**src/rtl/mlsched_pkg.sv**
```systemverilog
// package for the multilevel srtf / round-robin scheduler
// holds the task record type shared by the top level and the task memory
// no dependencies
`default_nettype none

package mlsched_pkg;

    localparam int unsigned TIME_W = 16;
    localparam logic [TIME_W-1:0] TIME_MAX = 16'hFFFF;

    localparam logic LEVEL_SRTF = 1'b0;
    localparam logic LEVEL_RR   = 1'b1;

    typedef struct packed {
        logic [TIME_W-1:0] arrival;
        logic [TIME_W-1:0] burst;
        logic [TIME_W-1:0] remaining;
        logic              level;
    } task_rec_t;

endpackage

`default_nettype wire

```
**src/rtl/multilevel_srtf_rr_scheduler_core.sv**
```systemverilog
// top level of the two-level task scheduler (srtf level over round-robin level)
// depends on mlsched_pkg and mlsched_task_mem
`default_nettype none

// usage
//   command channel: a word is taken at a clock edge with start high and busy low
//   req_type 0 loads a slot (arrival, burst, level); req_type 1 is one time tick
//   a load leaves busy low, so loads can follow back to back
//   a tick holds busy through the slot scan, the execute step and, when a task
//   finishes, the two statistics steps; the finished word shows up on done_slot,
//   completion_time, turnaround and waiting with done high for one cycle, in the
//   same cycle that busy falls
//   the busy time is set by the slot scan: one memory read per slot through the
//   single read port of the task memory, one compare step per read, then an
//   update step and two arithmetic steps for the finish statistics
//   the result side has no back-pressure: done is a one-cycle strobe and must be
//   caught when it is high
//   configuration: apb write to any address with paddr[2] low (0 to 3) sets rr_quantum (4 bits)
//   reset: all slots invalid, tick counter, rotation pointer and quantum count
//   zero, rr_quantum 2; the task memory itself is not cleared, unwritten slots
//   are never looked at because their valid bit is low
module multilevel_srtf_rr_scheduler_core #(
    parameter int NUM_SLOTS = 16
) (
    input  wire         clk,
    input  wire         rst_n,
    // command channel
    input  wire         start,
    output logic        busy,
    input  wire         req_type,
    input  wire [3:0]   slot,
    input  wire [15:0]  arrival,
    input  wire [15:0]  burst,
    input  wire         level,
    // result channel
    output logic        done,
    output logic [3:0]  done_slot,
    output logic [15:0] completion_time,
    output logic [15:0] turnaround,
    output logic [15:0] waiting,
    // configuration port
    input  wire         psel,
    input  wire         penable,
    input  wire         pwrite,
    input  wire [2:0]   paddr,
    input  wire [31:0]  pwdata,
    output logic [31:0] prdata,
    output logic        pready
);

    localparam int SW = (NUM_SLOTS > 1) ? $clog2(NUM_SLOTS) : 1;
    localparam logic [SW-1:0] LAST_SLOT = SW'(NUM_SLOTS - 1);

    typedef enum logic [2:0] {
        ST_IDLE,
        ST_SCAN,
        ST_LAST,
        ST_EXEC,
        ST_FIN1,
        ST_FIN2
    } state_t;

    // ------------------------------------------------------------------
    // configuration register
    // ------------------------------------------------------------------
    logic [3:0] rr_quantum_reg;
    logic       cfg_wr;

    assign pready = 1'b1;
    assign cfg_wr = psel && penable && pwrite && pready && (paddr[2] == 1'b0);

    always_ff @(posedge clk or negedge rst_n)
    begin
        if (!rst_n)
        begin
            rr_quantum_reg <= 4'd2;
        end
        else if (cfg_wr)
        begin
            rr_quantum_reg <= pwdata[3:0];
        end
    end

    always_comb
    begin
        prdata = 32'd0;
        if (paddr[2] == 1'b0)
        begin
            prdata = {28'd0, rr_quantum_reg};
        end
    end

    // zero quantum behaves as one
    logic [3:0] quantum_eff;
    assign quantum_eff = (rr_quantum_reg == 4'd0) ? 4'd1 : rr_quantum_reg;

    // ------------------------------------------------------------------
    // state
    // ------------------------------------------------------------------
    state_t                 state_reg;
    logic [NUM_SLOTS-1:0]   valid_reg;
    logic [15:0]            now_reg;
    logic [SW-1:0]          rot_reg;
    logic [3:0]             qused_reg;

    // scan bookkeeping
    logic [SW-1:0]          addr_reg;      // slot being read this cycle
    logic [SW-1:0]          cnt_reg;       // reads issued so far
    logic [SW-1:0]          rd_slot_reg;   // slot whose word is on the read port
    logic                   rd_vld_reg;

    // best candidates of both levels
    logic                   l0_found_reg;
    logic [SW-1:0]          l0_slot_reg;
    mlsched_pkg::task_rec_t l0_rec_reg;
    logic                   l1_found_reg;
    logic [SW-1:0]          l1_slot_reg;
    mlsched_pkg::task_rec_t l1_rec_reg;

    // task that finished, and the partial statistics
    logic [SW-1:0]          sel_slot_reg;
    logic [15:0]            sel_arrival_reg;
    logic [15:0]            sel_burst_reg;
    logic [15:0]            turn_reg;

    // registered result word
    logic                   done_reg;
    logic [3:0]             done_slot_reg;
    logic [15:0]            completion_reg;
    logic [15:0]            turnaround_reg;
    logic [15:0]            waiting_reg;

    assign busy            = (state_reg != ST_IDLE);
    assign done            = done_reg;
    assign done_slot       = done_slot_reg;
    assign completion_time = completion_reg;
    assign turnaround      = turnaround_reg;
    assign waiting         = waiting_reg;

    // ------------------------------------------------------------------
    // task memory
    // ------------------------------------------------------------------
    logic                   mem_we;
    logic [SW-1:0]          mem_waddr;
    mlsched_pkg::task_rec_t mem_wdata;
    mlsched_pkg::task_rec_t mem_rdata;

    mlsched_task_mem #(
        .NUM_SLOTS (NUM_SLOTS),
        .SW        (SW)
    ) u_task_mem (
        .clk   (clk),
        .we    (mem_we),
        .waddr (mem_waddr),
        .wdata (mem_wdata),
        .raddr (addr_reg),
        .rdata (mem_rdata)
    );

    // ------------------------------------------------------------------
    // command decode
    // ------------------------------------------------------------------
    logic          accept;
    logic          load_wr;
    logic          tick_go;
    logic [SW-1:0] load_idx;

    assign accept   = start && !busy;
    assign load_idx = SW'(slot);
    // loads past the end of the table are dropped
    assign load_wr  = accept && (req_type == 1'b0) && (8'(slot) < 8'(NUM_SLOTS));
    assign tick_go  = accept && (req_type == 1'b1);

    // ------------------------------------------------------------------
    // scan compare step: one slot per cycle
    // ------------------------------------------------------------------
    logic elig;
    logic take0;
    logic take1;

    always_comb
    begin
        elig  = rd_vld_reg && valid_reg[rd_slot_reg] && (mem_rdata.arrival <= now_reg);
        take0 = elig && (mem_rdata.level == mlsched_pkg::LEVEL_SRTF) &&
                (!l0_found_reg ||
                 (mem_rdata.remaining < l0_rec_reg.remaining) ||
                 ((mem_rdata.remaining == l0_rec_reg.remaining) &&
                  (rd_slot_reg < l0_slot_reg)));
        take1 = elig && (mem_rdata.level == mlsched_pkg::LEVEL_RR) && !l1_found_reg;
    end

    // ------------------------------------------------------------------
    // execute step: pick the task and work out its update
    // ------------------------------------------------------------------
    logic                   run_any;
    logic                   run_rr;
    logic [SW-1:0]          run_slot;
    mlsched_pkg::task_rec_t run_rec;
    logic [15:0]            rem_dec;
    logic                   finish;
    logic [3:0]             qused_next;
    logic [SW-1:0]          slot_inc;

    always_comb
    begin
        run_any = l0_found_reg || l1_found_reg;
        run_rr  = !l0_found_reg && l1_found_reg;
        if (l0_found_reg)
        begin
            run_slot = l0_slot_reg;
            run_rec  = l0_rec_reg;
        end
        else
        begin
            run_slot = l1_slot_reg;
            run_rec  = l1_rec_reg;
        end
        rem_dec    = run_rec.remaining - 16'd1;
        finish     = run_any && (rem_dec == 16'd0);
        // a different rr task restarts its quantum count
        qused_next = ((run_slot != rot_reg) ? 4'd0 : qused_reg) + 4'd1;
        slot_inc   = (run_slot == LAST_SLOT) ? '0 : run_slot + 1'b1;
    end

    always_comb
    begin
        mem_we    = 1'b0;
        mem_waddr = load_idx;
        mem_wdata = '{arrival: arrival, burst: burst, remaining: burst, level: level};
        if (load_wr)
        begin
            mem_we = 1'b1;
        end
        else if ((state_reg == ST_EXEC) && run_any)
        begin
            mem_we              = 1'b1;
            mem_waddr           = run_slot;
            mem_wdata           = run_rec;
            mem_wdata.remaining = rem_dec;
        end
    end

    // ------------------------------------------------------------------
    // sequencer
    // ------------------------------------------------------------------
    always_ff @(posedge clk or negedge rst_n)
    begin
        if (!rst_n)
        begin
            state_reg       <= ST_IDLE;
            valid_reg       <= '0;
            now_reg         <= 16'd0;
            rot_reg         <= '0;
            qused_reg       <= 4'd0;
            addr_reg        <= '0;
            cnt_reg         <= '0;
            rd_slot_reg     <= '0;
            rd_vld_reg      <= 1'b0;
            l0_found_reg    <= 1'b0;
            l0_slot_reg     <= '0;
            l0_rec_reg      <= '0;
            l1_found_reg    <= 1'b0;
            l1_slot_reg     <= '0;
            l1_rec_reg      <= '0;
            sel_slot_reg    <= '0;
            sel_arrival_reg <= 16'd0;
            sel_burst_reg   <= 16'd0;
            turn_reg        <= 16'd0;
            done_reg        <= 1'b0;
            done_slot_reg   <= 4'd0;
            completion_reg  <= 16'd0;
            turnaround_reg  <= 16'd0;
            waiting_reg     <= 16'd0;
        end
        else
        begin
            done_reg <= 1'b0;

            // candidate update while scan words arrive
            if (take0)
            begin
                l0_found_reg <= 1'b1;
                l0_slot_reg  <= rd_slot_reg;
                l0_rec_reg   <= mem_rdata;
            end
            if (take1)
            begin
                l1_found_reg <= 1'b1;
                l1_slot_reg  <= rd_slot_reg;
                l1_rec_reg   <= mem_rdata;
            end

            unique case (state_reg)
                ST_IDLE:
                begin
                    rd_vld_reg <= 1'b0;
                    if (load_wr)
                    begin
                        valid_reg[load_idx] <= (burst != 16'd0);
                    end
                    if (tick_go)
                    begin
                        // rr search order starts at the rotation pointer
                        addr_reg     <= rot_reg;
                        cnt_reg      <= '0;
                        l0_found_reg <= 1'b0;
                        l1_found_reg <= 1'b0;
                        state_reg    <= ST_SCAN;
                    end
                end

                ST_SCAN:
                begin
                    rd_slot_reg <= addr_reg;
                    rd_vld_reg  <= 1'b1;
                    addr_reg    <= (addr_reg == LAST_SLOT) ? '0 : addr_reg + 1'b1;
                    cnt_reg     <= cnt_reg + 1'b1;
                    if (cnt_reg == LAST_SLOT)
                    begin
                        state_reg <= ST_LAST;
                    end
                end

                ST_LAST:
                begin
                    // last word is compared this cycle
                    rd_vld_reg <= 1'b0;
                    state_reg  <= ST_EXEC;
                end

                ST_EXEC:
                begin
                    // saturating tick; equals the completion time of a finishing task
                    if (now_reg != mlsched_pkg::TIME_MAX)
                    begin
                        now_reg <= now_reg + 16'd1;
                    end
                    state_reg <= ST_IDLE;
                    if (run_any)
                    begin
                        if (run_rr)
                        begin
                            if (finish || (qused_next >= quantum_eff))
                            begin
                                rot_reg   <= slot_inc;
                                qused_reg <= 4'd0;
                            end
                            else
                            begin
                                rot_reg   <= run_slot;
                                qused_reg <= qused_next;
                            end
                        end
                        if (finish)
                        begin
                            valid_reg[run_slot] <= 1'b0;
                            sel_slot_reg        <= run_slot;
                            sel_arrival_reg     <= run_rec.arrival;
                            sel_burst_reg       <= run_rec.burst;
                            state_reg           <= ST_FIN1;
                        end
                    end
                end

                ST_FIN1:
                begin
                    turn_reg  <= now_reg - sel_arrival_reg;
                    state_reg <= ST_FIN2;
                end

                ST_FIN2:
                begin
                    done_reg       <= 1'b1;
                    done_slot_reg  <= 4'(sel_slot_reg);
                    completion_reg <= now_reg;
                    turnaround_reg <= turn_reg;
                    waiting_reg    <= (turn_reg > sel_burst_reg) ?
                                      (turn_reg - sel_burst_reg) : 16'd0;
                    state_reg      <= ST_IDLE;
                end

                default:
                begin
                    state_reg <= ST_IDLE;
                end
            endcase
        end
    end

endmodule

`default_nettype wire

```
**src/rtl/mlsched_task_mem.sv**
```systemverilog
// task slot memory: one write port, one registered read port
// depends on mlsched_pkg for the task record type
`default_nettype none

module mlsched_task_mem #(
    parameter int NUM_SLOTS = 16,
    parameter int SW        = 4
) (
    input  wire                     clk,
    input  wire                     we,
    input  wire [SW-1:0]            waddr,
    input  mlsched_pkg::task_rec_t  wdata,
    input  wire [SW-1:0]            raddr,
    output mlsched_pkg::task_rec_t  rdata
);

    mlsched_pkg::task_rec_t mem [NUM_SLOTS];

    always_ff @(posedge clk)
    begin
        if (we)
        begin
            mem[waddr] <= wdata;
        end
    end

    always_ff @(posedge clk)
    begin
        rdata <= mem[raddr];
    end

endmodule

`default_nettype wire
```
**config.mk**
```make
export PLATFORM = sky130hd
export DESIGN_NAME = multilevel_srtf_rr_scheduler_core
export DESIGN_NICKNAME = d
export VERILOG_FILES = /design/src/rtl/mlsched_pkg.sv /design/src/rtl/multilevel_srtf_rr_scheduler_core.sv /design/src/rtl/mlsched_task_mem.sv
export SDC_FILE = /design/constraint.sdc
export NUM_CORES = 1
export LEC_CHECK = 0
export BUFFER_PORTS_ARGS = -buffer_cell sky130_fd_sc_hd__buf_2
export CAP_MARGIN = 20
export CORE_AREA = 2 2 245 489
export CTS_BUF_LIST = sky130_fd_sc_hd__clkbuf_2
export DETAILED_ROUTE_END_ITERATION = 8
export DIE_AREA = 0 0 247 491
export GPL_TIMING_DRIVEN = 1
export PLACE_DENSITY = 0.54
export SKIP_CTS_REPAIR_TIMING = 1
export SLEW_MARGIN = 20
export SYNTH_ARGS = -nofsm -noshare
export SYNTH_HDL_FRONTEND = slang
export SYNTH_SLANG_ARGS = --single-unit
```
**constraint.sdc**
```tcl
create_clock -name clk -period 6.4 [get_ports clk]
set_clock_uncertainty 0.15 [all_clocks]
set_input_delay 0.32 -clock clk [delete_from_list [all_inputs] [get_ports clk]]
set_output_delay 0.32 -clock clk [all_outputs]
set_load 0.005 [all_outputs]
```
After elaboration in Yosys (flattened, before gate mapping)

Memory sizes are Yosys's and may differ from the RTL's. A register that Yosys moved wholly into a read port is not among the register bits.
Cells that the tools add are included.

Register bits after elaboration: 273
Bits in writable memories: 784
Bits of input ports: 79
Output and inout port bits: 87
Word-level logic and storage cells: 157
Memories kept: 1

Memory list:

| memory         | depth | bits a word | rd ports | clocked after Yosys merged registers in | wr ports | RTL line               | RTL |
|---|---|---|---|---|---|---|---|
| u_task_mem.mem | 16    | 49          | 1        | 1                                       | 1        | mlsched_task_mem.sv:17 | `mlsched_pkg::task_rec_t mem [NUM_SLOTS];` |

$add $sub $neg: 8
$lt $le $gt $ge: 10
Equal/unequal tests: 16
Multiplexer cells: 46
Bitwise gates (word level): 5
Reduce and logical (&&, ||, !) cells: 40

Operators by type and width:

| operator                | count |
|---|---|
| $mux W49                | 3 |
| $mux W16                | 4 |
| $mux W4                 | 12 |
| $pmux W16 S2            | 1 |
| $sub A16 B16 Y16        | 2 |
| $logic_and A1 B1 Y1     | 18 |
| $add A16 B1 Y16 const B | 1 |
| $add A4 B1 Y4 const B   | 4 |
| $and A16 B16 Y16        | 1 |
| $bwmux W16              | 1 |
| $eq A16 B16 Y1          | 1 |
| $gt A16 B16 Y1          | 1 |
| $le A16 B16 Y1          | 1 |
| $logic_not A16 Y1       | 1 |
| $lt A16 B16 Y1          | 1 |
| $ne A16 B16 Y1 const B  | 1 |
| $not A16 Y16            | 1 |
| $pmux W4 S2             | 2 |
| $reduce_bool A16 Y1     | 1 |
| $sub A16 B1 Y16 const B | 1 |
| $lt A4 B5 Y1 const B    | 3 |
| $pmux W3 S5             | 1 |
| $mux W1                 | 14 |
| $eq A4 B4 Y1 const B    | 3 |
| other kinds (23)        | 46 |

Depth between registers and ports, before layout

Depth after elaboration: 10
Mapped depth: 19

Cells and area by module

From an unflattened synthesis, not the netlist that was laid out.

Cell total of the unflattened synthesis: 2821
Area, all modules: 45720.1 um2

Modules (own cells, without submodules):

| module                            | times used | cells an instance | area each (um2) |
|---|---|---|---|
| mlsched_task_mem                  | 1          | 1268              | 30336.6 |
| multilevel_srtf_rr_scheduler_core | 1          | 1553              | 15383.5 |

Worst setup path after synthesis

No wires, ideal clock.

Path type: register -> register
Start: register l0_found_reg
End: memory u_task_mem.mem[10][0] (netlist bit), enable pin
Library setup time: 0.456 ns
Arrival: 3.873 ns
Required time: 5.794 ns
Slack: 1.921 ns
Cell stages (with the launch flop): 12
Buffers on the path: 6
Path through: dfrtp_1 > buf_6 > buf_6 > buf_6 > buf_6 > buf_6 > o21ai_1 > clkbuf_1 > nand2_1 > o21ai_0 > nand2_1 > nor2_1

Cells in the longest elaborated chain, start to end: 6
Elaborated cells between the ends (all ways): 9
Those cells by class: mux: 7; reduce/logical: 2

Ends and longest elaborated chain:

| item                          | RTL line                                 | RTL |
|---|---|---|
| from (decl)                   | multilevel_srtf_rr_scheduler_core.sv:113 | `logic l0_found_reg;` |
| from (signal assigned)        | multilevel_srtf_rr_scheduler_core.sv:259 | `l0_found_reg <= 1'b0;` |
| from (signal assigned)        | multilevel_srtf_rr_scheduler_core.sv:282 | `l0_found_reg <= 1'b1;` |
| from (signal assigned)        | multilevel_srtf_rr_scheduler_core.sv:306 | `l0_found_reg <= 1'b0;` |
| $logic_or A1 B1 Y1            | multilevel_srtf_rr_scheduler_core.sv:206 | `run_any = l0_found_reg \|\| l1_found_reg;` |
| $logic_and A1 B1 Y1           | multilevel_srtf_rr_scheduler_core.sv:234 | `else if ((state_reg == ST_EXEC) && run_any)` |
| $mux W1                       | multilevel_srtf_rr_scheduler_core.sv:234 |  |
| $mux W1                       | multilevel_srtf_rr_scheduler_core.sv:230 | `if (load_wr)` |
| $mux W1                       | mlsched_task_mem.sv:21                   | `if (we)` |
| $mux W1 (implied by the code) | mlsched_task_mem.sv:23                   | `mem[waddr] <= wdata;` |
| to (decl)                     | mlsched_task_mem.sv:17                   |  |

Parallel ways exist; a longest one is shown, timed or not.

Final worst setup path

Start: register l0_found_reg
End: register valid_reg[15]

Cells in the longest elaborated chain, start to end: 10
Elaborated cells between the ends (all ways): 19
Those cells by class: add/sub: 1; order compare: 2; eq/ne: 2; mux: 7; bitwise: 2; reduce/logical: 5

Ends and longest elaborated chain:

| item                                                               | RTL line                                 | RTL |
|---|---|---|
| $mux W4                                                            | multilevel_srtf_rr_scheduler_core.sv:208 | `if (l0_found_reg)` |
| $lt A4 B5 Y1 (implied by the code) or $ge A4 B1 Y1 (tied branches) | multilevel_srtf_rr_scheduler_core.sv:356 | `valid_reg[run_slot] <= 1'b0;` |
| $logic_and A1 B1 Y1 (implied by the code)                          | multilevel_srtf_rr_scheduler_core.sv:356 |  |
| $mux W1 (implied by the code)                                      | multilevel_srtf_rr_scheduler_core.sv:356 |  |
| $demux W1 S4                                                       | multilevel_srtf_rr_scheduler_core.sv:356 |  |
| $not A16 Y16 (no line)                                             | n/a                                      |  |
| $and A16 B16 Y16 (no line)                                         | n/a                                      |  |
| $mux W16                                                           | multilevel_srtf_rr_scheduler_core.sv:354 | `if (finish)` |
| $mux W16                                                           | multilevel_srtf_rr_scheduler_core.sv:339 | `if (run_any)` |
| $pmux W16 S2                                                       | multilevel_srtf_rr_scheduler_core.sv:293 | `unique case (state_reg)` |
| to (signal, indexed assignment)                                    | multilevel_srtf_rr_scheduler_core.sv:299 | `valid_reg[load_idx] <= (burst != 16'd0);` |
| to (decl)                                                          | multilevel_srtf_rr_scheduler_core.sv:101 | `logic [NUM_SLOTS-1:0] valid_reg;` |

Parallel ways exist; a longest one is shown, timed or not. The select of a mux whose other input is x is not followed.
A chain may end at the register's enable or synchronous reset.

==> flow_summary.toml <==
[synthesis]
ys_seq_area_share_pct = 67.2
ys_ff_latch = 1106
synthMostInstantiatedCell = "edfxtp_1"
ys_warn_count = 0
syn_avg_cell_area_um2 = 15.2
ys.flop_type = "edfxtp_1"
yosys.area.top_type_share_pct = 50.5
synthCells = 3073
synth_edf_count = 784
syn_area_um2 = 46700
synth_cell_types = 90
yosysTopAreaCell = "edfxtp_1"
synth_area_leaders = "edfxtp_1 50%, dfrtp_1 15%, mux4_2 4.9%"
yosys-top-cells-count = "784 x edfxtp_1, 272 x dfrtp_1, 223 x o21ai_0"
synthArstFlopShare_pct = 24.7

[routing]
wirelength_um = 124000
drt-pass1-iter-count = 6
num_vias = 27997
routed_via_density = 5.41
drc = 0
initialDrtViolationCount = 1630
ant_nets = 0
wl_per_cell_um = 24.0

[worst_setup_path]
crit_slowest_cell = "dfrtp_4"
r2r-start = "l0_found_reg$_DFF_PN0_"
cp_slowest_stage_delay_ns = 0.88
crit_chain = "mux2_2 -> inv_1 -> ha_1 -> nor4b_2 -> nor2_1 -> xnor2_1 -> nor4b_1 -> and4_4 -> nand4_4 -> nand3_1 -> o211ai_1 -> dlygate4sd3_1"
required_ns = 7.68
critPathMaxFanout = 48
critPathCaptureType = "register"
crit_arrival_ns = 5.90
cp-startpoint = "l0_found_reg$_DFF_PN0_"
startpoint_type = "register"
critPathKind = "register to register"

[sta]
period_share_pct = 72.3
drv_slew = 0
max_clock_freq_mhz = 216
whs_ns = 0.186
setup_slack_ns = 1.77
setup_viol = 0
slew_headroom_pct = 21.8
period_needed_ns = 4.63
hold_viol_final = 0
fin_tns_setup_ns = 0
rsz0062_at_grt = "false"
tightest_slew_ns = 1.17

[hold_path]
min_from = "psel"
hold_class = "input pin to register"

[global_route]
grt_pass1_vias = 28883
antenna_found_initial = 2
grt_max_degree = 123
grt_pass1_wl_um = 181000
grt.total_usage_pct = 20.3
overflow = 0

[clocking]
root_buffer = "clkbuf_2"
cts_tree = "built"
clk_latency_ns = 1.60
cts_buffers = 224
clock_sinks = 1106
clockBufferDepth = 3
cts_htree_levels = 4
clkSlewWorstSetupHoldPaths_ns = 0.13

[flow_run]
maxCapViolCount = 0

[final_layout]
area_delta_synth_final_pct = 12.4
largest_register_ffs = 784
layout.nets = 3613
regMostFlops = "u_task_mem.mem"
layout-drive-gt1-share_pct = 24.9
utilization_pct = 44.7

[placement]
place.port_buffers = 106
place_hpwl_um = 74200
place_ws_ns = 2.01
gp_congestion = 0.890

[power_and_ir_drop]
power_density_nw_per_um2 = 368
totalPowerFinal_uw = 19300
p_leak_uw = 0.0197
ir_worst_vdd_mv = 0.316

[floorplanning]
die_area_um2 = 121000
coreArea_um2 = 117000
rows = 178
die_x_um = 247
num_io_pins = 166
initial_core_util_pct = 39.8
die_y_um = 491

[status]
outcome = "completed"
layer usage:
| metal | global-route usage (%) | up-vias | wire length [um] |
|---|---|---|---|
| met5 | 0 | - | 0 |
| met4 | 9.48 | 0 | 5720 |
| met3 | 3.20 | 289 | 4520 |
| met2 | 36.7 | 743 | 66100 |
| met1 | 23.1 | 14328 | 47800 |
| li1 | - | 12637 | - |
cell type report:
cell class / count / area (um2)
fill: 10522 / 64900
inverter: 88 / 330
tap: 1530 / 1910
multi-input combinational: 1730 / 14400
clock inverter: 71 / 344
sequential: 1106 / 31400
antenna: 6 / 15.0
clock buffer: 344 / 1720
timing repair buffer: 302 / 2370
report_power, final:
| group | internal, uW | switching (uW) |
|---|---|---|
| Combinational | 2660 | 3350 |
| Sequential | 8350 | 762 |
| Clock | 1470 | 2740 |
worst paths after layout:
path,end,slack [ns],cells past startpoint
worst max-delay path,valid_reg[15]$_DFFE_PN0P_,1.77,12
worst min-delay path,rr_quantum_reg[2]$_DFFE_PN0P_,0.19,5
worst max register to register,valid_reg[15]$_DFFE_PN0P_,1.77,12
worst min register to register,l0_rec_reg[23]$_DFFE_PN0P_,0.32,1
max in group asynchronous,l1_rec_reg[39]$_DFFE_PN0P_,4.61,6
min in group asynchronous,valid_reg[8]$_DFFE_PN0P_,0.34,5
cell families (layout without fill, tap and decap cells):
group	count (synthesis)	after routing	share of synthesized area [%]
AOI/OAI and AO/OA	598	598	7.82
xor gates and xnor gates	57	57	1.09
adders and majority gates	82	82	2.23
buffers and inverters	264	805	2.60
DFF	1106	1106	67.2
muxes	485	485	14.1
other	2	35	0.0161
and+or+nand+nor	479	479	4.97
through the flow:
step | instance area [um2] | cells
after global placement | 49200 | 4645
after global routing | 52400 | 5175
after CTS | 51300 | 5060
final | 52500 | 5177
after floorplan | 46800 | 3100
after detailed placement | 49200 | 4645
critical path, delay by kind of cell (launching register included):
family | cells | cell delay (ns)
xor+xnor | 1 | 0.19
flops | 1 | 0.88
simple gates | 6 | 1.85
buf+inv | 2 | 0.63
fa+ha+maj | 1 | 0.24
compound gates | 1 | 0.11
mux | 1 | 0.44
cell usage in the layout, fill, tap and decap left out, drive strengths merged, types with 11 or more instances in the layout:
master and count:
nand2 217, o21ai 269, nand4 14, clkbuf 344, nor4 11, edfxtp 784, o211ai 15, inv 96
ha 80, dlygate4sd3 108, nor2b 17, a31oi 15, dfrtp 272, xnor2 48, buf 194, a22oi 50
a21oi 116, a22o 16, mux4 102, mux2 181, mux2i 202, clkinv 59, nand3 44, nand2b 17
nor2 79, a221oi 49, conb 29, a21o 17, dfxtp 49, nor3 30
(Power assumes the default switching activity.)
